$ cat config.mk
export PLATFORM = sky130hd
export DESIGN_NAME = shifted_nibble_text_encoder
export DESIGN_NICKNAME = d
export VERILOG_FILES = /design/src/hw/rtl/sne_pkg.sv /design/src/hw/rtl/sne_core.sv /design/src/hw/rtl/sne_outq.sv /design/src/hw/rtl/shifted_nibble_text_encoder.sv
export SDC_FILE = /design/constraint.sdc
export NUM_CORES = 1
export LEC_CHECK = 0
export BUFFER_PORTS_ARGS = -buffer_cell sky130_fd_sc_hd__buf_2
export CORE_AREA = 2 2 133 135
export DETAILED_ROUTE_END_ITERATION = 10
export DIE_AREA = 0 0 135 137
export SYNTH_ARGS = -nofsm -noshare
export SYNTH_HDL_FRONTEND = slang
export SYNTH_SLANG_ARGS = --single-unit
export TNS_END_PERCENT = 30
$ cat constraint.sdc
create_clock -name clk -period 7.94 [get_ports clk]
set_clock_uncertainty 0.1 [all_clocks]
set_input_delay 1.191 -clock clk [delete_from_list [all_inputs] [get_ports clk]]
set_output_delay 1.191 -clock clk [all_outputs]
set_load 0.01 [all_outputs]
$ cat src/hw/rtl/sne_pkg.sv
// Shared types, constants and the character lookup for the shifted nibble text encoder.
// No dependencies.
`timescale 1ns / 1ps

package sne_pkg;

	localparam logic [3:0] SHIFT_BASE = 4'd12;
	localparam logic [3:0] PAD_CODE   = 4'd15;
	localparam logic [7:0] END_CHAR   = 8'h00;

	localparam int QDEPTH = 4;
	localparam int QAW    = $clog2(QDEPTH);
	localparam int QCW    = $clog2(QDEPTH + 1);

	typedef struct packed {
		logic       found;
		logic       upper;
		logic [1:0] row;
		logic [3:0] col;
	} sne_hit_t;

	typedef struct packed {
		logic [1:0] cnt;
		logic [7:0] data0;
		logic [7:0] data1;
	} sne_enq_t;

	// Position of a character; '*' resolves to lower row 0 column 2.
	function automatic sne_hit_t sne_lookup(input logic [7:0] ch);
		sne_hit_t h;
		h = '0;
		h.found = 1'b1;
		case (ch) inside
			// upper, row 0
			[8'h30:8'h39]: begin h.upper = 1'b1; h.row = 2'd0; h.col = 4'(ch - 8'h30); end
			8'h2B: begin h.upper = 1'b1; h.row = 2'd0; h.col = 4'd10; end
			8'h2D: begin h.upper = 1'b1; h.row = 2'd0; h.col = 4'd11; end
			// upper, row 1
			8'h27: begin h.upper = 1'b1; h.row = 2'd1; h.col = 4'd0; end
			[8'h41:8'h49]: begin h.upper = 1'b1; h.row = 2'd1; h.col = 4'(ch - 8'h40); end
			8'h5B: begin h.upper = 1'b1; h.row = 2'd1; h.col = 4'd10; end
			8'h5D: begin h.upper = 1'b1; h.row = 2'd1; h.col = 4'd11; end
			// upper, row 2
			8'h22: begin h.upper = 1'b1; h.row = 2'd2; h.col = 4'd0; end
			[8'h4A:8'h52]: begin h.upper = 1'b1; h.row = 2'd2; h.col = 4'(ch - 8'h49); end
			8'h7B: begin h.upper = 1'b1; h.row = 2'd2; h.col = 4'd10; end
			8'h7D: begin h.upper = 1'b1; h.row = 2'd2; h.col = 4'd11; end
			// upper, row 3
			8'h20: begin h.upper = 1'b1; h.row = 2'd3; h.col = 4'd1; end
			[8'h53:8'h5A]: begin h.upper = 1'b1; h.row = 2'd3; h.col = 4'(ch - 8'h51); end
			8'h5F: begin h.upper = 1'b1; h.row = 2'd3; h.col = 4'd10; end
			8'h2C: begin h.upper = 1'b1; h.row = 2'd3; h.col = 4'd11; end
			// lower, row 0
			8'h7C: begin h.row = 2'd0; h.col = 4'd0; end
			8'h21: begin h.row = 2'd0; h.col = 4'd1; end
			8'h2A: begin h.row = 2'd0; h.col = 4'd2; end
			8'h23: begin h.row = 2'd0; h.col = 4'd3; end
			8'h25: begin h.row = 2'd0; h.col = 4'd5; end
			8'h26: begin h.row = 2'd0; h.col = 4'd6; end
			8'h5E: begin h.row = 2'd0; h.col = 4'd7; end
			8'h3F: begin h.row = 2'd0; h.col = 4'd8; end
			8'h2E: begin h.row = 2'd0; h.col = 4'd9; end
			8'h3B: begin h.row = 2'd0; h.col = 4'd10; end
			8'h3D: begin h.row = 2'd0; h.col = 4'd11; end
			// lower, row 1
			8'h40: begin h.row = 2'd1; h.col = 4'd0; end
			[8'h61:8'h69]: begin h.row = 2'd1; h.col = 4'(ch - 8'h60); end
			8'h28: begin h.row = 2'd1; h.col = 4'd10; end
			8'h29: begin h.row = 2'd1; h.col = 4'd11; end
			// lower, row 2
			8'h5C: begin h.row = 2'd2; h.col = 4'd0; end
			[8'h6A:8'h72]: begin h.row = 2'd2; h.col = 4'(ch - 8'h69); end
			8'h3C: begin h.row = 2'd2; h.col = 4'd10; end
			8'h3E: begin h.row = 2'd2; h.col = 4'd11; end
			// lower, row 3
			8'h60: begin h.row = 2'd3; h.col = 4'd0; end
			8'h7E: begin h.row = 2'd3; h.col = 4'd1; end
			[8'h73:8'h7A]: begin h.row = 2'd3; h.col = 4'(ch - 8'h71); end
			8'h2F: begin h.row = 2'd3; h.col = 4'd10; end
			8'h3A: begin h.row = 2'd3; h.col = 4'd11; end
			default: h.found = 1'b0;
		endcase
		return h;
	endfunction

endpackage

$ cat src/hw/rtl/sne_core.sv
// Input register, code state and nibble packing for the shifted nibble text encoder.
// Depends on sne_pkg.
`timescale 1ns / 1ps

module sne_core (
	input  logic             clk,
	input  logic             arst_n,
	input  logic [7:0]       text_char,
	input  logic             in_valid,
	output logic             in_ready,
	input  logic             room,
	output sne_pkg::sne_enq_t enq
);

	logic       valid_s1;
	logic [7:0] char_s1;
	logic       upper_q;
	logic [1:0] row_q;
	logic [3:0] held_q;
	logic       wait_q;

	logic       adv;
	logic       upper_d;
	logic [1:0] row_d;
	logic [3:0] held_d;
	logic       wait_d;
	logic [1:0] cnt;
	logic [3:0] nib [4];
	logic [2:0] k;
	sne_pkg::sne_hit_t hit;

	assign adv      = valid_s1 && room;
	assign in_ready = !valid_s1 || adv;

	always_ff @(posedge clk or negedge arst_n) begin
		if (!arst_n) begin
			valid_s1 <= 1'b0;
		end else if (in_ready) begin
			valid_s1 <= in_valid;
		end
	end

	always_ff @(posedge clk) begin
		if (in_ready && in_valid) begin
			char_s1 <= text_char;
		end
	end

	always_comb begin
		hit     = sne_pkg::sne_lookup(char_s1);
		nib     = '{default: 4'd0};
		k       = 3'd0;
		upper_d = upper_q;
		row_d   = row_q;
		held_d  = held_q;
		wait_d  = wait_q;
		cnt     = 2'd0;
		if (wait_q) begin
			nib[0] = held_q;
			k      = 3'd1;
		end
		if (hit.upper != upper_q) begin
			nib[k[1:0]] = sne_pkg::SHIFT_BASE + {2'b00, row_q};
			k           = k + 3'd1;
		end
		if (hit.row != row_q) begin
			nib[k[1:0]] = sne_pkg::SHIFT_BASE + {2'b00, hit.row};
			k           = k + 3'd1;
		end
		nib[k[1:0]] = hit.col;
		k           = k + 3'd1;

		enq.data0 = {nib[0], nib[1]};
		enq.data1 = {nib[2], nib[3]};
		if (char_s1 == sne_pkg::END_CHAR) begin
			enq.data0 = {held_q, sne_pkg::PAD_CODE};
			cnt       = {1'b0, wait_q};
			upper_d   = 1'b1;
			row_d     = 2'd0;
			held_d    = 4'd0;
			wait_d    = 1'b0;
		end else if (hit.found) begin
			cnt     = k[2:1];
			upper_d = hit.upper;
			row_d   = hit.row;
			wait_d  = k[0];
			held_d  = k[1] ? nib[2] : nib[0];
		end
		enq.cnt = adv ? cnt : 2'd0;
	end

	always_ff @(posedge clk or negedge arst_n) begin
		if (!arst_n) begin
			upper_q <= 1'b1;
			row_q   <= 2'd0;
			held_q  <= 4'd0;
			wait_q  <= 1'b0;
		end else if (adv) begin
			upper_q <= upper_d;
			row_q   <= row_d;
			held_q  <= held_d;
			wait_q  <= wait_d;
		end
	end

endmodule

$ cat src/hw/rtl/sne_outq.sv
// Small result queue: takes up to two bytes per cycle, gives one per ready cycle.
// Depends on sne_pkg.
`timescale 1ns / 1ps

module sne_outq (
	input  logic              clk,
	input  logic              arst_n,
	input  sne_pkg::sne_enq_t enq,
	output logic              room,
	output logic [7:0]        packed_byte,
	output logic              run_last,
	output logic              out_valid,
	input  logic              out_ready
);

	logic [8:0]                mem_q [sne_pkg::QDEPTH];
	logic [sne_pkg::QAW-1:0]   wr_ptr_q;
	logic [sne_pkg::QAW-1:0]   rd_ptr_q;
	logic [sne_pkg::QCW-1:0]   count_q;
	logic                      pop;

	assign out_valid   = count_q != '0;
	assign pop         = out_valid && out_ready;
	assign room        = (count_q - sne_pkg::QCW'(pop)) <= sne_pkg::QCW'(sne_pkg::QDEPTH - 2);
	assign packed_byte = mem_q[rd_ptr_q][7:0];
	assign run_last    = mem_q[rd_ptr_q][8];

	always_ff @(posedge clk) begin
		if (enq.cnt != 2'd0) begin
			mem_q[wr_ptr_q] <= {enq.cnt == 2'd1, enq.data0};
		end
		if (enq.cnt == 2'd2) begin
			mem_q[wr_ptr_q + sne_pkg::QAW'(1)] <= {1'b1, enq.data1};
		end
	end

	always_ff @(posedge clk or negedge arst_n) begin
		if (!arst_n) begin
			wr_ptr_q <= '0;
			rd_ptr_q <= '0;
			count_q  <= '0;
		end else begin
			wr_ptr_q <= wr_ptr_q + sne_pkg::QAW'(enq.cnt);
			rd_ptr_q <= rd_ptr_q + sne_pkg::QAW'(pop);
			count_q  <= count_q + sne_pkg::QCW'(enq.cnt) - sne_pkg::QCW'(pop);
		end
	end

endmodule

$ cat src/hw/rtl/shifted_nibble_text_encoder.sv
// Shifted nibble text encoder top level: input register and encoder, result queue.
// Depends on sne_pkg, sne_core, sne_outq.
//
// Characters enter through a one-item input register and are encoded combinationally
// into zero, one or two packed bytes, which go into a four-entry result queue that
// serves one byte per cycle while out_ready is high. A character yielding at most one
// byte is accepted every cycle while the queue has room; two bytes leave one at a time.
// A character passes the input register, then the queue. Unknown ones are dropped; a
// zero character pads and flushes a pending nibble and returns the coder to its start.
`timescale 1ns / 1ps

module shifted_nibble_text_encoder (
	input  logic       clk,
	input  logic       arst_n,
	input  logic [7:0] text_char,
	input  logic       in_valid,
	output logic       in_ready,
	output logic [7:0] packed_byte,
	output logic       run_last,
	output logic       out_valid,
	input  logic       out_ready
);

	sne_pkg::sne_enq_t enq;
	logic              room;

	sne_core u_core (
		.clk       (clk),
		.arst_n    (arst_n),
		.text_char (text_char),
		.in_valid  (in_valid),
		.in_ready  (in_ready),
		.room      (room),
		.enq       (enq)
	);

	sne_outq u_outq (
		.clk         (clk),
		.arst_n      (arst_n),
		.enq         (enq),
		.room        (room),
		.packed_byte (packed_byte),
		.run_last    (run_last),
		.out_valid   (out_valid),
		.out_ready   (out_ready)
	);

endmodule

==> Word level (Yosys, flattened, before mapping) <==
Memories as Yosys holds them, arrays and structs flattened.
Cells that the tools add are included.
{ "totals": {"regBits": 24, "ramBits": 36, "output_inout_bits": 11, "word_cells": 233, "n_memories": 1} }
{ "mem_list": {"columns": ["name", "words", "width", "rd", "rd_ports_with_merged_regs", "wr", "line", "source"], "rows": [
  ["u_outq.mem_q", 4, 9, 1, 0, 2, "sne_outq.sv:16", "logic [8:0] mem_q [sne_pkg::QDEPTH];"]
]} }
{ "classes": {"addsub": 18, "order_cmp": 21, "eq_ne": 36, "n_mux": 125, "bitwise": 3, "n_reduce_logical": 20} }
{ "op_table": {"columns": ["op", "count"], "rows": [
  ["$mux W6", 39],
  ["$eq A8 B6 Y1 const B", 21],
  ["$eq A8 B7 Y1 const B", 11],
  ["$mux W1", 63],
  ["$bwmux W16", 3],
  ["$ge A8 B7 Y1 const B", 6],
  ["$le A8 B7 Y1 const B", 6],
  ["$mux W16", 2],
  ["$mux W4", 7],
  ["$demux W4 S2", 3],
  ["$sub A4 B1 Y4 const B", 5],
  ["$logic_and A1 B1 Y1", 13],
  ["$mux W2", 5],
  ["$ge A3 B3 Y1 const B", 3],
  ["$lt A3 B1 Y1 const B", 3],
  ["$add A3 B3 Y4 const A", 2],
  ["$ge A8 B6 Y1 const B", 1],
  ["$le A8 B6 Y1 const B", 1],
  ["$logic_not A8 Y1", 1],
  ["$mux W8", 1],
  ["$sub A4 B4 Y4 const B", 2],
  ["$add A3 B1 Y3 const B", 2],
  ["$mux W3", 2],
  ["$not A2 Y3", 2],
  ["17 further kinds", 19]
]} }

==> Logic depth before layout (Yosys ltp) <==
{ "depth": {"ltp_word": 51, "mapped_depth": 25, "ltp_nobuf": 22} }

==> Modules after synthesis <==
From an unflattened synthesis, not the netlist that was laid out.
{ "unflattened": {"cells_unflattened": 567, "hier_area_um2": 5104.9} }
{ "modules_own_cells": {"columns": ["mod", "instances", "cells_each", "area_per_inst_um2"], "rows": [
  ["sne_core", 1, 396, 2930.3],
  ["sne_outq", 1, 171, 2174.6]
]} }

==> Worst setup path before layout <==
OpenSTA, ideal clock, no wires.
{ "synth_timing": {"path_type": "reg2reg", "start": "register u_core.char_s1[1]", "end": "register u_outq.count_q[2] (netlist name)", "setup_ps": 123, "t_arrival_ps": 5539, "setup_slack_ps": 2178, "path_stages_with_launch": 26, "path_buffers": 3, "synth_period_minus_slack_ps": 5762, "cell_sequence": "edfxtp_1 -> clkbuf_1 -> inv_1 -> ha_1 -> clkbuf_1 -> nor2_1 -> o21ai_1 -> a22o_1 -> or3_1 -> buf_2 -> nor3_4 -> xnor2_1 -> inv_1 -> ha_1 -> xor2_1 -> ha_1 -> inv_1 -> a211oi_2 -> or4b_4 -> nand4_4 -> inv_4 -> ha_1 -> inv_1 -> fa_1 -> xnor2_1 -> xnor2_1"} }
{ "synth_between": {"elab_chain_cells": 48, "elab_cells_between_ends": 158} }
{ "synth_rtl": {"columns": ["element", "line", "source"], "rows": [
  ["start, declared", "sne_core.sv:16", "logic [7:0] char_s1;"],
  ["start signal, assigned", "sne_core.sv:45", "char_s1 <= text_char;"],
  ["branches (longest 44 deep; another with $ge A8 B7 Y1)", null, null],
  ["$mux W2 *", "sne_core.sv:75", "if (char_s1 == sne_pkg::END_CHAR) begin"],
  ["$mux W2 *", "sne_core.sv:89", "enq.cnt = adv ? cnt : 2'd0;"],
  ["$add A3 B2 Y3 *", "sne_outq.sv:45", "count_q <= count_q + sne_pkg::QCW'(enq.cnt) - sne_pkg::QCW'(pop);"],
  ["$sub A3 B1 Y3 *", "sne_outq.sv:45", null],
  ["end signal, assigned", "sne_outq.sv:45", null],
  ["end, declared", "sne_outq.sv:19", "logic [sne_pkg::QCW-1:0] count_q;"]
]} }
Mark *: on every way between the ends.
A chain may end at the register's enable or synchronous reset.

==> run metrics <==
Worst Tran Pin Value 895 ps; total setup buffers inserted after CTS 0; EDFF count, synth 40; share of post-route cells with drive strength above 1 14.3%; count leader, synth nand2_1; Worst-Skew Late Latency 330 ps; Initial Util 29.7%; number of core rows 48; global route overflow 0; fin area 5630 µm²; Synth top cells by count nand2_1, nor2_1, edfxtp_1, a21oi_1; crit path launch type flop; post-synth top area share 23.8%; DIE HEIGHT 137 µm; critical path fanouts, max 13; register area share after synthesis 33.3%; total core area 17,100 µm²; drt drc 0; largest family of logic cells by synthesized area compound AO/OA/AOI/OAI gates; CTS tree built; Synth area leaders edfxtp_1, dfrtp_1, ha_1, mux4_2, nand2_1; area of the mapped netlist 5060 µm²; vias after detailed routing 4,754; Placed Instance Area 5290 µm²; Detailed Place HPWL 11,100 µm; Ports 23; post-CTS sizing 0; Routed Antenna Nets 0; Global Route Usage Sum 16.3%; Chip Width 135 µm; Post-Route WL 14,900 µm; status finished, final reports clean; placed insts 768; pin count of the biggest net entering global routing 27; Layout area overhead 11.4%; first-pass GRT wire length 23,900 µm; Final min period 6910 ps; slowest CP cell nor2_1; hold-fix buffers at CTS 0; cell accounting for the most synthesized area edfxtp_1; worst hold path class reg -> reg; Setup TNS 0 ps; drt first pass iters 6; Final setup viols 0; initial antenna violation count 0; post-synthesis simple-gate area fraction 22.8%; drt initial violations 635; Crit path required time 7800 ps; clock sink count 60; Yosys warnings 0; H-tree depth 3; Async S/R FF share, synth 26.7%; post-synthesis compound-gate area fraction 26.3%; CP Class reg -> reg; Num CTS Buffers 9; arrival time at the worst endpoint 6770 ps; period utilization 87.0%; Max Clock Freq 145 MHz; Cell variety after synth 92; DIE AREA 18,500 µm²; Largest stage delay, worst path 570 ps; RSZ-0062 raised after global routing false; Synth Area in XOR/XNOR 1.56%; vias in the first global route 4,452; Inserted Diodes 0; post-layout net count 585; Setup crit end kind flop; multiplexer share of the synthesized area 5.57%; syn_nets 587; clk slew on worst S/H paths 50 ps; vias per inst 6.06; Mean Syn Cell Area 9.10 µm²; Placer Congestion 0.955; CTS max path bufs 2; Max-Cap Viols 0; number of synthesized register bits 60; Slew HR 40.4%; Synth Area in Adders 4.85%; Synth Flop Type edfxtp_1; final hold vios 0; non-filler cells, final 784; WL per Instance 19.0 µm; post-synthesis cell count 556; CTS Root Cell clkbuf_16; crit-path cells inv_1 > ha_1 > or3b_1 > o32ai_2 > a211oi_1 > or3_1 > nor3_4 > xnor2_1 > inv_1 > ha_1 > xor2_1 > ha_1 > inv_1 > a211oi_2 > or4b_4 > nand4_4 > inv_4 > nor2_2 > a21oi_1 > nor2_1; Buffers on Ports 22; max-slew violations 0
-- area by class of cell --
| cell class | instances | area [µm²] |
|---|---|---|
| Fill cell | 1785 | 11400 |
| Multi-Input combinational cell | 432 | 3090 |
| Sequential cell | 60 | 1680 |
| Tap cell | 225 | 282 |
| Clock buffer | 10 | 229 |
| Timing Repair Buffer | 27 | 148 |
| Clock inverter | 6 | 111 |
| Inverter | 24 | 92.6 |
-- layer usage --
metal	GRT usage [%]	wire [µm]	up-vias
met4	6.31	459	0
met3	3.33	1370	41
met1	22.1	6240	2287
met2	25.7	6790	281
li1	-	-	2145
met5	0	0	-
-- registers in the layout, indices dropped and copies added, names as in the netlist --
register,count
u_core.valid_s1,1
u_core.held_q,4
u_outq.count_q,3
u_core.char_s1,8
u_outq.mem_q,36
u_core.upper_q,1
u_core.row_q,2
u_outq.rd_ptr_q,2
u_outq.wr_ptr_q,2
u_core.wait_q,1
-- worst max-delay path: cells and delay by family, from the launching register on --
kind / cells / cell delay, ps
AND/OR/NAND/NOR: 7 / 2860
adder cells (fa/ha/maj): 3 / 1210
XOR/XNOR: 2 / 740
flip-flops: 1 / 550
buffers and inverters: 4 / 550
AO/OA/AOI/OAI: 4 / 520
-- cell families (layout without fill, tap and decap cells) --
logic type / Yosys count / after routing
simple gates: 206 / 206
compound gates: 182 / 182
buf+inv: 64 / 67
flops: 60 / 60
fa+ha+maj: 19 / 19
mux: 16 / 16
xor+xnor: 9 / 9
-- stage by stage --
step	setup WS, ps	hold WS (ps)	util, %
3_3_place_gp	1450	393	31.0
4_1_cts	1110	404	33.0
6_report	1030	407	33.0
3_5_place_dp	1110	392	31.0
2_1_floorplan	2180	352	-
5_1_grt	496	433	33.0
-- cell usage in the layout, fill, tap and decap left out, types with 7 or more instances in the layout --
master / count
buf_2: 22
o22ai_1: 23
a31oi_1: 8
clkbuf_16: 9
nand3_1: 18
o211ai_1: 9
nand2_1: 46
a32oi_1: 7
o21ai_0: 23
nand2b_1: 16
edfxtp_1: 40
a21o_1: 7
ha_1: 18
dfrtp_1: 15
inv_1: 22
and2_1: 16
a22o_1: 7
nor3_1: 13
a21oi_1: 24
mux4_2: 9
nor2_1: 43
-- path summary, 6_finish.rpt --
path / slack [ps] / end / from / depth (start not counted)
worst max-delay path: 1030 / u_outq.mem_q[3][7] / u_core.char_s1[0] / 20
worst min-delay path: 410 / u_outq.mem_q[3][8] / u_outq.mem_q[3][8] / 2
worst max register to register: 1030 / u_outq.mem_q[3][7] / u_core.char_s1[0] / 20
worst min register to register: 410 / u_outq.mem_q[3][8] / u_outq.mem_q[3][8] / 2
max in group asynchronous: 6750 / u_core.upper_q / arst_n / 1
min in group asynchronous: 670 / u_outq.wr_ptr_q[1] / arst_n / 1
Power is left out: the tool's default activity adds up to more than one toggle a clock period on the data nets, which glitch-free logic cannot reach.
